--- config.mk ---
export PLATFORM = sky130hd
export DESIGN_NAME = fdu_update
export DESIGN_NICKNAME = d
export VERILOG_FILES = /design/src/rtl/fdu_pkg.sv /design/src/rtl/fdu_update.sv
export SDC_FILE = /design/constraint.sdc
export NUM_CORES = 2
export LEC_CHECK = 0
export BUFFER_PORTS_ARGS = -buffer_cell sky130_fd_sc_hd__buf_2
export CORE_UTILIZATION = 50
export DETAILED_ROUTE_END_ITERATION = 6
export PLACE_DENSITY = 0.67
export SYNTH_ARGS = -nofsm -noshare
export SYNTH_HDL_FRONTEND = slang
export SYNTH_SLANG_ARGS = --single-unit
--- constraint.sdc ---
create_clock -name clk -period 9.2 [get_ports clk]
set_input_delay 0.92 -clock clk [delete_from_list [all_inputs] [get_ports clk]]
set_output_delay 0.92 -clock clk [all_outputs]
set_load 0.005 [all_outputs]
--- src/rtl/fdu_pkg.sv ---
// shared types, constants and saturation helper for the 1-d field update block
`default_nettype none

package fdu_pkg;

    localparam int CELLS_DEF = 64;
    localparam int SRC_DIV   = 4;

    localparam int DATA_W    = 32;
    localparam int PROBE_W   = 6;
    localparam int FRAC_W    = 24;
    localparam int DIFF_W    = DATA_W + 1;
    localparam int PROD_W    = DIFF_W + DATA_W;
    localparam int SUM_W     = PROD_W + 1 - FRAC_W;
    localparam int CFG_IDX_W = 2;

    localparam logic signed [DATA_W-1:0] DATA_MAX = {1'b0, {(DATA_W-1){1'b1}}};
    localparam logic signed [DATA_W-1:0] DATA_MIN = {1'b1, {(DATA_W-1){1'b0}}};
    localparam logic [FRAC_W-1:0] ROUND_HALF = {1'b1, {(FRAC_W-1){1'b0}}};

    localparam logic signed [DATA_W-1:0] COEF_E_RST   = DATA_W'(8388608);
    localparam logic signed [DATA_W-1:0] COEF_H_RST   = DATA_W'(8388608);
    localparam logic signed [DATA_W-1:0] MUR_COEF_RST = '0;

    localparam logic BND_REFLECT = 1'b0;
    localparam logic BND_MUR     = 1'b1;

    typedef enum logic [CFG_IDX_W-1:0] {
        REG_COEF_E,
        REG_COEF_H,
        REG_MUR_COEF,
        REG_BND_MODE
    } cfg_reg_t;

    typedef struct packed {
        logic signed [DATA_W-1:0] e;
        logic signed [DATA_W-1:0] h;
    } cell_t;

    // what travels alongside an operand through the update pipeline
    typedef struct packed {
        logic signed [DATA_W-1:0] other;
        logic                     live;
        logic                     upd;
        logic                     src_hit;
        logic                     probe_hit;
    } tag_t;

    typedef struct packed {
        logic signed [DATA_W-1:0] val;
        logic                     clip;
    } sat_t;

    function automatic sat_t sat32(input logic signed [SUM_W-1:0] v);
        sat_t r;
        if ((v[SUM_W-1:DATA_W-1] == '0) || (v[SUM_W-1:DATA_W-1] == '1))
        begin
            r.val  = v[DATA_W-1:0];
            r.clip = 1'b0;
        end
        else
        begin
            r.val  = v[SUM_W-1] ? DATA_MIN : DATA_MAX;
            r.clip = 1'b1;
        end
        return r;
    endfunction

endpackage

`default_nettype wire

--- src/rtl/fdu_update.sv ---
// three-stage difference, scale and saturating accumulate unit
`default_nettype none

module fdu_update (
    input  wire logic          clk,
    input  wire logic          rst_n,
    input  wire logic signed [fdu_pkg::DATA_W-1:0] op_a,
    input  wire logic signed [fdu_pkg::DATA_W-1:0] op_b,
    input  wire logic signed [fdu_pkg::DATA_W-1:0] coef,
    input  wire logic signed [fdu_pkg::DATA_W-1:0] base,
    input  wire fdu_pkg::tag_t tag_in,
    output logic signed [fdu_pkg::DATA_W-1:0] result,
    output logic               clip,
    output fdu_pkg::tag_t      tag_out
);
    import fdu_pkg::*;

    logic signed [DIFF_W-1:0]  s1_diff_reg;
    logic signed [DATA_W-1:0]  s1_coef_reg;
    logic signed [DATA_W-1:0]  s1_base_reg;
    tag_t                      s1_tag_reg;

    logic signed [PROD_W-1:0]  s2_prod_reg;
    logic signed [DATA_W-1:0]  s2_base_reg;
    tag_t                      s2_tag_reg;

    logic signed [DATA_W-1:0]  s3_res_reg;
    logic                      s3_clip_reg;
    tag_t                      s3_tag_reg;

    logic signed [DIFF_W-1:0]  diff_next;
    logic signed [PROD_W-1:0]  prod_next;
    logic signed [PROD_W:0]    wide_sum;
    sat_t                      sum_sat;
    logic signed [DATA_W-1:0]  s3_res_next;
    logic                      s3_clip_next;

    assign diff_next = {op_a[DATA_W-1], op_a} - {op_b[DATA_W-1], op_b};
    assign prod_next = s1_diff_reg * s1_coef_reg;

    // base sits above the fraction with the rounding half below, so one add rounds
    assign wide_sum = $signed({{(PROD_W + 1 - DATA_W - FRAC_W){s2_base_reg[DATA_W-1]}},
                               s2_base_reg, ROUND_HALF})
                    + $signed({s2_prod_reg[PROD_W-1], s2_prod_reg});

    always_comb
    begin
        sum_sat = sat32(wide_sum[PROD_W:FRAC_W]);
        if (s2_tag_reg.upd)
        begin
            s3_res_next  = sum_sat.val;
            s3_clip_next = sum_sat.clip;
        end
        else
        begin
            s3_res_next  = s2_base_reg;
            s3_clip_next = 1'b0;
        end
    end

    always_ff @(posedge clk or negedge rst_n)
    begin
        if (!rst_n)
        begin
            s1_tag_reg  <= '0;
            s2_tag_reg  <= '0;
            s3_tag_reg  <= '0;
            s3_clip_reg <= 1'b0;
        end
        else
        begin
            s1_tag_reg  <= tag_in;
            s2_tag_reg  <= s1_tag_reg;
            s3_tag_reg  <= s2_tag_reg;
            s3_clip_reg <= s3_clip_next;
        end
    end

    always_ff @(posedge clk)
    begin
        s1_diff_reg <= diff_next;
        s1_coef_reg <= coef;
        s1_base_reg <= base;
        s2_prod_reg <= prod_next;
        s2_base_reg <= s1_base_reg;
        s3_res_reg  <= s3_res_next;
    end

    assign result  = s3_res_reg;
    assign clip    = s3_clip_reg;
    assign tag_out = s3_tag_reg;

endmodule

`default_nettype wire

==> flow_summary.toml <==
[clock_tree]
cts.clk_slew.worst_paths_ns = 0.07
holdBufCountCts = 0
clock_path_buffers = 3
root_buffer = "clkbuf_16"
numCtsBuffers = 38
clock_latency_ns = 0.63
cts_htree_levels = 2
cts_tree = "done"
cts-resized-gates = 0
clock-sinks = 312
postCtsSetupRepairBufs = 0

[cells_and_area]
register_area_um2 = 6800
drive_gt1_frac = 0.0935
multi_input_area_um2 = 35600
largest_reg_flops = 42
syn_to_final_growth_pct = 8.97
fillers = 8342
final_nets = 6497

[placement]
port-buffer-count = 234
gp_congestion = 0.907
hpwl_um = 99000

[logic_synthesis]
synth-edff-count = 0
syn_area_um2 = 47200
ys_async_sr_fraction = 0.349
syn_nets = 6306
synth_area_per_cell_um2 = 9.90
synth_warnings = 0
synth-seq-cells = 312
synth_cells = 4772
ys.flop_type = "dfxtp_1"
yosysSeqAreaShare = 0.144
ys_types = 74

[timing]
rsz0062_at_grt = "no"
fin_crit_sh = 0.943
drv_slew = 0
final-hold-violation-count = 0
finalCriticalPeriod_ns = 8.67
setup_violations = 0
hold_ws_ns = 0.184
slew_headroom = 0.193
timing.fmax_mhz = 115
skew_ns = 0.0671
worstMarginPinSlew_ns = 1.21
setup_tns_ns = 0

[drt]
drt_pass1_iterations = 7
vias = 32300
drt_iter0_markers = 1749
routedWlPerCell_um = 18.9
ant_nets = 0
drt_wl_total_um = 118000
drc = 4
via_per_inst = 5.17

[floorplanning]
chipHeight_um = 309
fp.dieArea_um2 = 95700
num_rows = 112
core_um2 = 93500
die_w_um = 309
start_util = 0.505
io_pins = 235

[outcome]
violations = "design-rule violations"
outcome = "finished, violations left"

[worst_setup_path]
cp-end-kind = "flop"
rr_startpoint = "s1_coef_reg[3]"
arrival_ns = 9.12
critPathTopFamily = "adder cells"
worst_path_largest_cell_delay_ns = 1.12
cpMostUsedCell = "fa_1"
path_class = "reg -> reg"
critPathRequiredTime_ns = 9.65
timing.rr.end = "s2_prod_reg[54]"
critPathLaunchType = "flop"
cp_slowest_cell = "dfxtp_1"
ff2ff_path_depth = 26
path_buf_inv = 5
ff2ff_setup_slack_ns = 0.53
cp_max_fo = 18

[run]
max_cap_viol_count = 0

[grt]
grt_max_degree = 87
first_global_vias = 35900
antenna_found_initial = 3
grt_pass1_wl_um = 194000
track_usage = 0.264
grt_overflow = 0

[worst_hold_path]
hold_class = "in -> async"
-- synthesized netlist by cell type, types with 14 or more instances --
cell type	instances	area, µm²
o21ai_0	67	335
nand3_1	27	135
nand2_1	552	2070
o22ai_1	22	138
xor2_1	30	263
fa_1	1113	22300
o21a_1	14	105
a21oi_1	97	485
nor2_1	118	443
a21o_1	47	353
nand2b_1	23	144
nor3_1	16	80.1
clkbuf_1	210	788
nand4_1	23	144
ha_1	255	3190
o21bai_1	23	173
inv_1	1054	3960
xnor2_1	85	744
dfrtp_1	109	2730
and2_1	531	3320
dfxtp_1	203	4060
-- kinds of logic (layout without fill, tap and decap cells) --
group | Yosys count | count (layout) | share of synthesized area
buf+inv | 1272 | 1492 | 0.102
flops | 312 | 312 | 0.144
other cells | 0 | 1 | 0
compound gates | 366 | 366 | 0.0520
fa+ha+maj | 1368 | 1368 | 0.539
xor+xnor | 115 | 115 | 0.0213
simple gates | 1336 | 1336 | 0.141
mux | 3 | 3 | 0.000662
-- area by class of cell --
cell class | count | share of cell area
clock inverter | 23 | 0.00535
inverter | 1054 | 0.0769
sequential | 312 | 0.132
tap | 1254 | 0.0305
multi-input combinational | 3188 | 0.692
antenna | 1 | 0.0000486
timing repair buffer | 369 | 0.0430
clock buffer | 46 | 0.0199
-- placed cells by master, fill, tap and decap left out, drive strengths merged, types with 23 or more instances in the layout --
cell	n
buf	369
o22ai	32
ha	255
o21ai	72
and2	531
xor2	30
a21o	47
nand4	23
dfrtp	109
dfxtp	203
nand3	27
fa	1113
nand2	553
clkbuf	46
xnor2	85
o21bai	23
inv	1059
a21oi	97
nor2	118
nand2b	23
-- worst max-delay path by stage --
stage / startpoint / end / slack, ns / cells after the start
after floorplan: s1_diff_reg[32] / s2_prod_reg[64] / 1.73 / 28
after global placement: s1_diff_reg[7] / s2_prod_reg[62] / 0.81 / 29
after detailed placement: s1_diff_reg[7] / s2_prod_reg[54] / 0.64 / 28
after CTS: s1_diff_reg[7] / s2_prod_reg[54] / 0.63 / 28
after global routing: s1_coef_reg[3] / s2_prod_reg[64] / 0.14 / 25
final: s1_coef_reg[3] / s2_prod_reg[54] / 0.53 / 26
-- stage by stage --
stage	utilization	std cells	instance area [µm²]	setup slack, ns
after floorplan	-	4772	47200	1.73
after global placement	0.537	6177	50200	0.812
after detailed placement	0.537	6177	50200	0.642
after CTS	0.550	6246	51500	0.626
after global routing	0.551	6247	51500	0.141
final	0.551	6247	51500	0.528
-- routing by layer --
layer / track usage / vias to the layer above / part of all wire
met1: 0.332 / 16700 / 0.40
li1: - / 14400 / -
met2: 0.462 / 934 / 0.51
met3: 0.0389 / 220 / 0.059
met4: 0.0961 / 2 / 0.038
met5: 0 / - / 0.00014
Power is not shown: default switching activity piles up to over one toggle a cycle in this logic, so the estimate is an artifact.
