File: src/rtl/fdu_pkg.sv
// shared types, constants and saturation helper for the 1-d field update block
`default_nettype none

package fdu_pkg;

    localparam int CELLS_DEF = 64;
    localparam int SRC_DIV   = 4;

    localparam int DATA_W    = 32;
    localparam int PROBE_W   = 6;
    localparam int FRAC_W    = 24;
    localparam int DIFF_W    = DATA_W + 1;
    localparam int PROD_W    = DIFF_W + DATA_W;
    localparam int SUM_W     = PROD_W + 1 - FRAC_W;
    localparam int CFG_IDX_W = 2;

    localparam logic signed [DATA_W-1:0] DATA_MAX = {1'b0, {(DATA_W-1){1'b1}}};
    localparam logic signed [DATA_W-1:0] DATA_MIN = {1'b1, {(DATA_W-1){1'b0}}};
    localparam logic [FRAC_W-1:0] ROUND_HALF = {1'b1, {(FRAC_W-1){1'b0}}};

    localparam logic signed [DATA_W-1:0] COEF_E_RST   = DATA_W'(8388608);
    localparam logic signed [DATA_W-1:0] COEF_H_RST   = DATA_W'(8388608);
    localparam logic signed [DATA_W-1:0] MUR_COEF_RST = '0;

    localparam logic BND_REFLECT = 1'b0;
    localparam logic BND_MUR     = 1'b1;

    typedef enum logic [CFG_IDX_W-1:0] {
        REG_COEF_E,
        REG_COEF_H,
        REG_MUR_COEF,
        REG_BND_MODE
    } cfg_reg_t;

    typedef struct packed {
        logic signed [DATA_W-1:0] e;
        logic signed [DATA_W-1:0] h;
    } cell_t;

    // what travels alongside an operand through the update pipeline
    typedef struct packed {
        logic signed [DATA_W-1:0] other;
        logic                     live;
        logic                     upd;
        logic                     src_hit;
        logic                     probe_hit;
    } tag_t;

    typedef struct packed {
        logic signed [DATA_W-1:0] val;
        logic                     clip;
    } sat_t;

    function automatic sat_t sat32(input logic signed [SUM_W-1:0] v);
        sat_t r;
        if ((v[SUM_W-1:DATA_W-1] == '0) || (v[SUM_W-1:DATA_W-1] == '1))
        begin
            r.val  = v[DATA_W-1:0];
            r.clip = 1'b0;
        end
        else
        begin
            r.val  = v[SUM_W-1] ? DATA_MIN : DATA_MAX;
            r.clip = 1'b1;
        end
        return r;
    endfunction

endpackage

`default_nettype wire

File: src/rtl/fdu_cell.sv
// one grid cell of the shift chain, holding its electric and magnetic value
`default_nettype none

module fdu_cell (
    input  wire logic          clk,
    input  wire logic          rst_n,
    input  wire logic          shift,
    input  wire logic          load_e,
    input  wire logic signed [fdu_pkg::DATA_W-1:0] load_val,
    input  wire fdu_pkg::cell_t nxt,
    output fdu_pkg::cell_t     cur
);
    import fdu_pkg::*;

    cell_t cell_reg;

    always_ff @(posedge clk or negedge rst_n)
    begin
        if (!rst_n)
        begin
            cell_reg <= '0;
        end
        else if (load_e)
        begin
            cell_reg.e <= load_val;
        end
        else if (shift)
        begin
            cell_reg <= nxt;
        end
    end

    assign cur = cell_reg;

endmodule

`default_nettype wire

File: config.mk
export PLATFORM = sky130hd
export DESIGN_NAME = fdu_cell
export DESIGN_NICKNAME = d
export VERILOG_FILES = /design/src/rtl/fdu_pkg.sv /design/src/rtl/fdu_cell.sv
export SDC_FILE = /design/constraint.sdc
export NUM_CORES = 1
export LEC_CHECK = 0
export ABC_AREA = 0
export BUFFER_PORTS_ARGS = -buffer_cell sky130_fd_sc_hd__clkbuf_2
export CORE_ASPECT_RATIO = 0.9
export CORE_MARGIN = 2
export CORE_UTILIZATION = 47
export DETAILED_ROUTE_END_ITERATION = 7
export PLACE_DENSITY = 0.94
export REMOVE_ABC_BUFFERS = 1
export SYNTH_ARGS = -nofsm -noshare
export SYNTH_HDL_FRONTEND = slang
export SYNTH_SLANG_ARGS = --single-unit
File: constraint.sdc
create_clock -name clk -period 1.5 [get_ports clk]
set_clock_uncertainty 0.15 [all_clocks]
set_input_delay 0.45 -clock clk [delete_from_list [all_inputs] [get_ports clk]]
set_output_delay 0.45 -clock clk [all_outputs]
set_load 0.02 [all_outputs]
==> metrics.csv, run 1 <==
metric;value;unit
grt_pass1_vias;2304;
core_area;5693;um^2
cp-start-kind;flip-flop;
fin_cells;492;
drt_wl_total;8303;um
max_stage_delay;420;ps
met3_usage;0.06028;
tightest_slew;504.5;ps
crit_buf_inv;1;
r2r_end;cur[11];
yosys_warnings;0;
die_area;6572;um^2
yosys.area_share.simple;0.04796;
worstReg2RegStart;cur[11];
synth.area.mux_share;0.2842;
cts.path.max_buffers;2;
placed_cell_area;3650;um^2
fill_cells;342;
yosys.area_share.adder;0;
cp_max_fo;2;
p_leak;2.415;nW
synth_area;2791;um^2
overflow;0;
r2r_cells;3;
fmax;666.0;MHz
dieWidth;85.24;um
finalWorstSetupSlack;-1.489;ps
grt_pass1_wl;10650;um
drtAntennaViolNets;0;
final_max_slew_viol_count;0;
place.gp.congestion;0.7734;
grt_use_total;0.2053;
largest_reg_flops;64;
finalHoldViolations;0;
synthXorXnorAreaFrac;0;
switching_power;1.486;mW
antenna_found_initial;0;
outcome;finished with violations;
arrival;900;ps
max_cap_violations;0;
final_core_util;0.7881;
ys_seq_area_frac;0.5737;
rsz0062_at_grt;yes;
p_sw_frac;0.2838;
synth_top_family_by_area;multiplexers;
top_usage_layer;met2;
path_class;flip-flop to output pin;
stdcell_area;4487;um^2
drc;0;
antenna_cells;0;
ff_latch_area;1602;um^2
ys_ff_latch;64;
synth_compound_area_frac;0.05737;
ys_types;11;
hold_path.class;input pin to flip-flop;
syn2layout_area_growth;60.73;%
rows;26;
power_frac_clock;0.316;
initial_core_util;0.4903;
drive_gt1_frac;0.6161;
critPathCaptureType;output pin;
grtUsageMet2;0.3633;
crit_path_cell_trace;buf_6;
multi_input_area;1087;um^2
seq_power_share;0.399;
ff2ff_setup_slack;300;ps
clk_latency;330;ps
clk_pin_slew;80;ps
hpwl;4942;um
dr.pass1.iters;4;
setup_viol;1;
yosysTopAreaCell;dfrtp_1;
cp_top_family;flip-flops;
ios;164;
io_buffers;163;
fin_crit_sh;1.001;
critPathSlowestCell;dfrtp_1;
die_h;77.11;um
worstHoldStart;load_val[16];
p_comb_frac;0.285;
grt_max_degree;65;
cts.sinks;64;
nets;517;
h-tree-depth;3;
holdPathStages;3;
viasPerCell;4.913;
drt-initial-drc-count;96;
peakVddDrop;0.9992;mV
crit_required;900;ps
violations;negative setup slack;
syn_inst;208;
power_density;1167;nW/um^2
synthTopCellsByArea;dfrtp_1 57%, mux2_4 16%, mux2i_1 11%, o21ai_0 5.7%, nand2_1 4.3%;
holdPathEnd;cur[48];
cts_root_buf;clkbuf_8;
cts_tree;yes;
relSlewSlack;0.6637;
internal_power;3.752;mW
placed_cells;432;
syn_area_per_cell;13.42;um^2
post_drt_wl_per_cell;16.88;um
vias;2417;
met1_usage;0.2327;
numCtsBuffers;9;
fin_setup_tns;-1.489;ps
period_needed;1501;ps
synth_top_cell_area_share;0.5737;
cells in the final DEF, fill, tap and decap left out:
master and instances:
o21ai_0 32, clkinvlp_4 2, mux2_2 2, clkbuf_2 107, mux2i_1 32, bufinv_16 2, clkbuf_8 11, buf_12 1
dfrtp_1 64, dlygate4sd3_1 1, clkinv_2 1, clkbuf_1 1, buf_4 60, mux2_4 30, buf_2 4, nand2_1 32
nor2b_4 1, buf_6 39
metal layers:
layer	vias up	wire [um]
met2	111	4811
met1	1157	2891
li1	1137	-
met5	-	0
met3	12	493
met4	0	107
power by group through the flow:
stage	sequential (mW)	combinational [mW]	clock, mW
floorplan	2.33	0.318	0
global placement	2.08	1.03	0
detailed placement	2.09	1.06	0
CTS	2.06	1.12	1.67
global route	2.10	1.58	1.77
finish	2.09	1.49	1.66
through the flow:
step	total power, mW	setup slack [ps]	hold WS [ps]
global route	5.450	-32.93	170.7
CTS	4.842	-10.78	162.1
detailed placement	3.151	-155.1	336.2
floorplan	2.650	-426.3	4.409
global placement	3.106	-119.6	327.6
finish	5.238	-1.489	173.4
worst reg2reg max path: cells and delay by family, from the launching register on:
kind / cells / cell delay, ps
buffers and inverters: 2 / 260
DFF: 1 / 400
muxes: 1 / 270
logic make-up (layout without fill, tap and decap cells):
group           after synthesis  count (layout)
flops                        64              64
mux                          64              64
buf+inv                      15             229
compound gates               32              32
simple gates                 33              33
cell usage after synthesis:
library cell  number
buf_4              1
mux2_4            30
dfrtp_1           64
mux2i_1           32
mux2_2             2
o21ai_0           32
buf_6              5
nand2_1           32
buf_2              4
nor2b_4            1
clkbuf_1           5
worst max path at each step:
stage	depth (start not counted)	endpoint	slack (ps)	from
after CTS	1	cur[57]	-10	cur[57]
after global routing	1	cur[14]	-30	cur[14]
after detailed placement	4	cur[0]	-160	shift
after global placement	4	cur[31]	-120	shift
after floorplan	2	cur[0]	-430	shift
final	1	cur[14]	-1	cur[14]
cell type report:
type	count	share of cell area
Timing Repair Buffer	213	0.3318
Clock buffer	11	0.03151
Clock inverter	5	0.01785
Multi-Input combinational cell	129	0.2423
Tap cell	70	0.01952
Sequential cell	64	0.3569
timing repair:
action	4_1_cts	5_1_grt
hold buffers	1	0
resized for setup	7	140
endpoints found under the setup margin	7	56
setup buffers	6	37
endpoints found under the hold margin	28	0
cloned	0	0
Note: power is estimated with default switching activity, not from simulation.
==> run 2: changes to the inputs <==
Settings changed: RECOVER_POWER from default to 25.
==> run 2 against run 1 <==
  * Critical endpoint unchanged
  * The run still ends with negative setup slack left
  * Critical path depth unchanged
  * Sequential share of layout area about the same
  * Flip-flop and latch count is the same
  * Power is essentially flat
  * Largest power group unchanged
  * Register-to-register slack about the same
==> metrics.csv, run 2 (synthesis gave the netlist of run 1 again) <==
metric;value;unit;change
outcome;finished with violations;;
violations;negative setup slack;;
overflow;0;;unchanged
critPathSlowestCell;dfrtp_1;;
drt_wl_total;8311;um;about the same
arrival;900;ps;about the same
p_comb_frac;0.285;;about the same
hold_path.class;input pin to flip-flop;;
path_class;flip-flop to output pin;;
post_drt_wl_per_cell;16.89;um;about the same
vias;2410;;-0.29%
drive_gt1_frac;0.6137;;-0.002370
tightest_slew;627.7;ps;+123.2 ps
drtAntennaViolNets;0;;unchanged
max_stage_delay;420;ps;about the same
final_common_cell;clkbuf_2;;
placed_cells;432;;unchanged
clk_pin_slew;80;ps;about the same
setup_viol;1;;unchanged
period_needed;1502;ps;+0.1321 ps
cts_tree;yes;;
io_buffers;163;;unchanged
core_area;5693;um^2;unchanged
rows;26;;unchanged
grt_use_total;0.2053;;unchanged
seq_power_share;0.399;;about the same
dieWidth;85.24;um;unchanged
cts_root_buf;clkbuf_8;;
largest_reg_flops;64;;unchanged
fill_cells;344;;+0.58%
fin_cells;492;;unchanged
cp_top_family;flip-flops;;
rsz0062_at_grt;yes;;
ios;164;;unchanged
p_sw_frac;0.2836;;about the same
final_max_slew_viol_count;0;;unchanged
dr.pass1.iters;4;;unchanged
antenna_found_initial;0;;unchanged
most-common-layout-cells;106 x clkbuf_2, 64 x dfrtp_1, 57 x buf_4;;
cts.sinks;64;;unchanged
initial_core_util;0.4903;;unchanged
clk_latency;340;ps;about the same
hpwl;4942;um;unchanged
cp_max_fo;2;;unchanged
critPathCaptureType;output pin;;
die_area;6572;um^2;unchanged
antenna_cells;0;;unchanged
cts.path.max_buffers;2;;unchanged
relSlewSlack;0.5816;;-0.08214
grt_max_degree;65;;unchanged
crit_required;900;ps;about the same
power_density;1168;nW/um^2;about the same
crit_path_cell_trace;buf_6;;
fin_crit_sh;1.001;;about the same
peakVddDrop;0.9959;mV;-0.34%
syn2layout_area_growth;60.60;%;about the same
numCtsBuffers;9;;unchanged
drt-initial-drc-count;88;;-8.3%
die_h;77.11;um;unchanged
drc;0;;unchanged
fin_setup_tns;-1.621;ps;-0.1321 ps
finalWorstSetupSlack;-1.621;ps;-0.1321 ps
cp-start-kind;flip-flop;;
p_leak;2.411;nW;-0.18%
crit_buf_inv;1;;unchanged
switching_power;1.484;mW;-0.13%
grt_pass1_wl;10650;um;unchanged
nets;517;;unchanged
max_cap_violations;0;;unchanged
grt_pass1_vias;2304;;unchanged
ff_latch_area;1602;um^2;unchanged
power_frac_clock;0.316;;about the same
fmax;665.9;MHz;about the same
place.gp.congestion;0.7734;;unchanged
multi_input_area;1087;um^2;unchanged
internal_power;3.750;mW;about the same
finalHoldViolations;0;;unchanged
viasPerCell;4.898;;-0.29%
h-tree-depth;3;;unchanged
-- run 2: cell count changes in the layout (fill, tap and decap cells not counted), sizes merged --
| cell | previous run | this run |
|---|---|---|
| buf | 104 | 102 |
| clkbuf | 119 | 121 |
-- run 2: power by group through the flow --
stage / combinational [mW] / sequential, mW / clock (mW)
floorplan: 0.318 / 2.33 / 0
global placement: 1.03 / 2.08 / 0
CTS: 1.12 / 2.06 / 1.67
detailed placement: 1.06 / 2.09 / 0
global route: 1.57 / 2.10 / 1.77
finish: 1.49 / 2.09 / 1.66
-- run 2: final cells by class --
type,count,share of cell area
sequential,64,0.3572
timing repair buffer,213,0.3313
multi-input combinational,129,0.2425
clock inverter,5,0.01786
tap,70,0.01954
clock buffer,11,0.03154
-- run 2: worst min-delay path, stage by stage --
cell and delay [ps]:
clkbuf_2 80, nand2_1 40, o21ai_0 50
-- run 2: worst paths after layout --
kind	from	to	slack, ps	cells after the start
min in group asynchronous	rst_n	cur[17]	560	3
worst min-delay path	load_val[31]	cur[63]	170	3
worst min register to register	cur[13]	cur[13]	390	1
worst max-delay path	cur[14]	cur[14]	-2	1
max in group asynchronous	rst_n	cur[50]	150	3
worst max register to register	cur[11]	cur[11]	310	3
-- run 2: metrics by stage --
stage	hold WS [ps]	power [mW]	util	setup WS [ps]	area [um^2]
floorplan	4.409	2.650	-	-426.3	2689
global placement	327.6	3.106	0.6411	-119.6	3650
detailed placement	336.2	3.151	0.6411	-155.1	3650
CTS	162.1	4.842	0.6934	-10.78	3948
global route	170.7	5.448	0.7875	-32.93	4483
finish	173.5	5.235	0.7875	-1.621	4483
-- run 2: what timing repair did --
item / in CTS / in global routing
setup endpoints to repair: 7 / 56
buffers inserted: 6 / 37
hold buffers: 1 / 0
gates resized for setup: 7 / 140
hold endpoints to repair: 28 / 0
pin swaps: 0 / 0
-- run 2: routing by layer --
metal | vias up | routed length (um) | GRT usage
li1 | 1135 | - | -
met1 | 1152 | 2888 | 0.2327
met2 | 111 | 4818 | 0.3633
met3 | 12 | 495 | 0.06028
met4 | 0 | 107 | 0.07619
met5 | - | 0 | 0
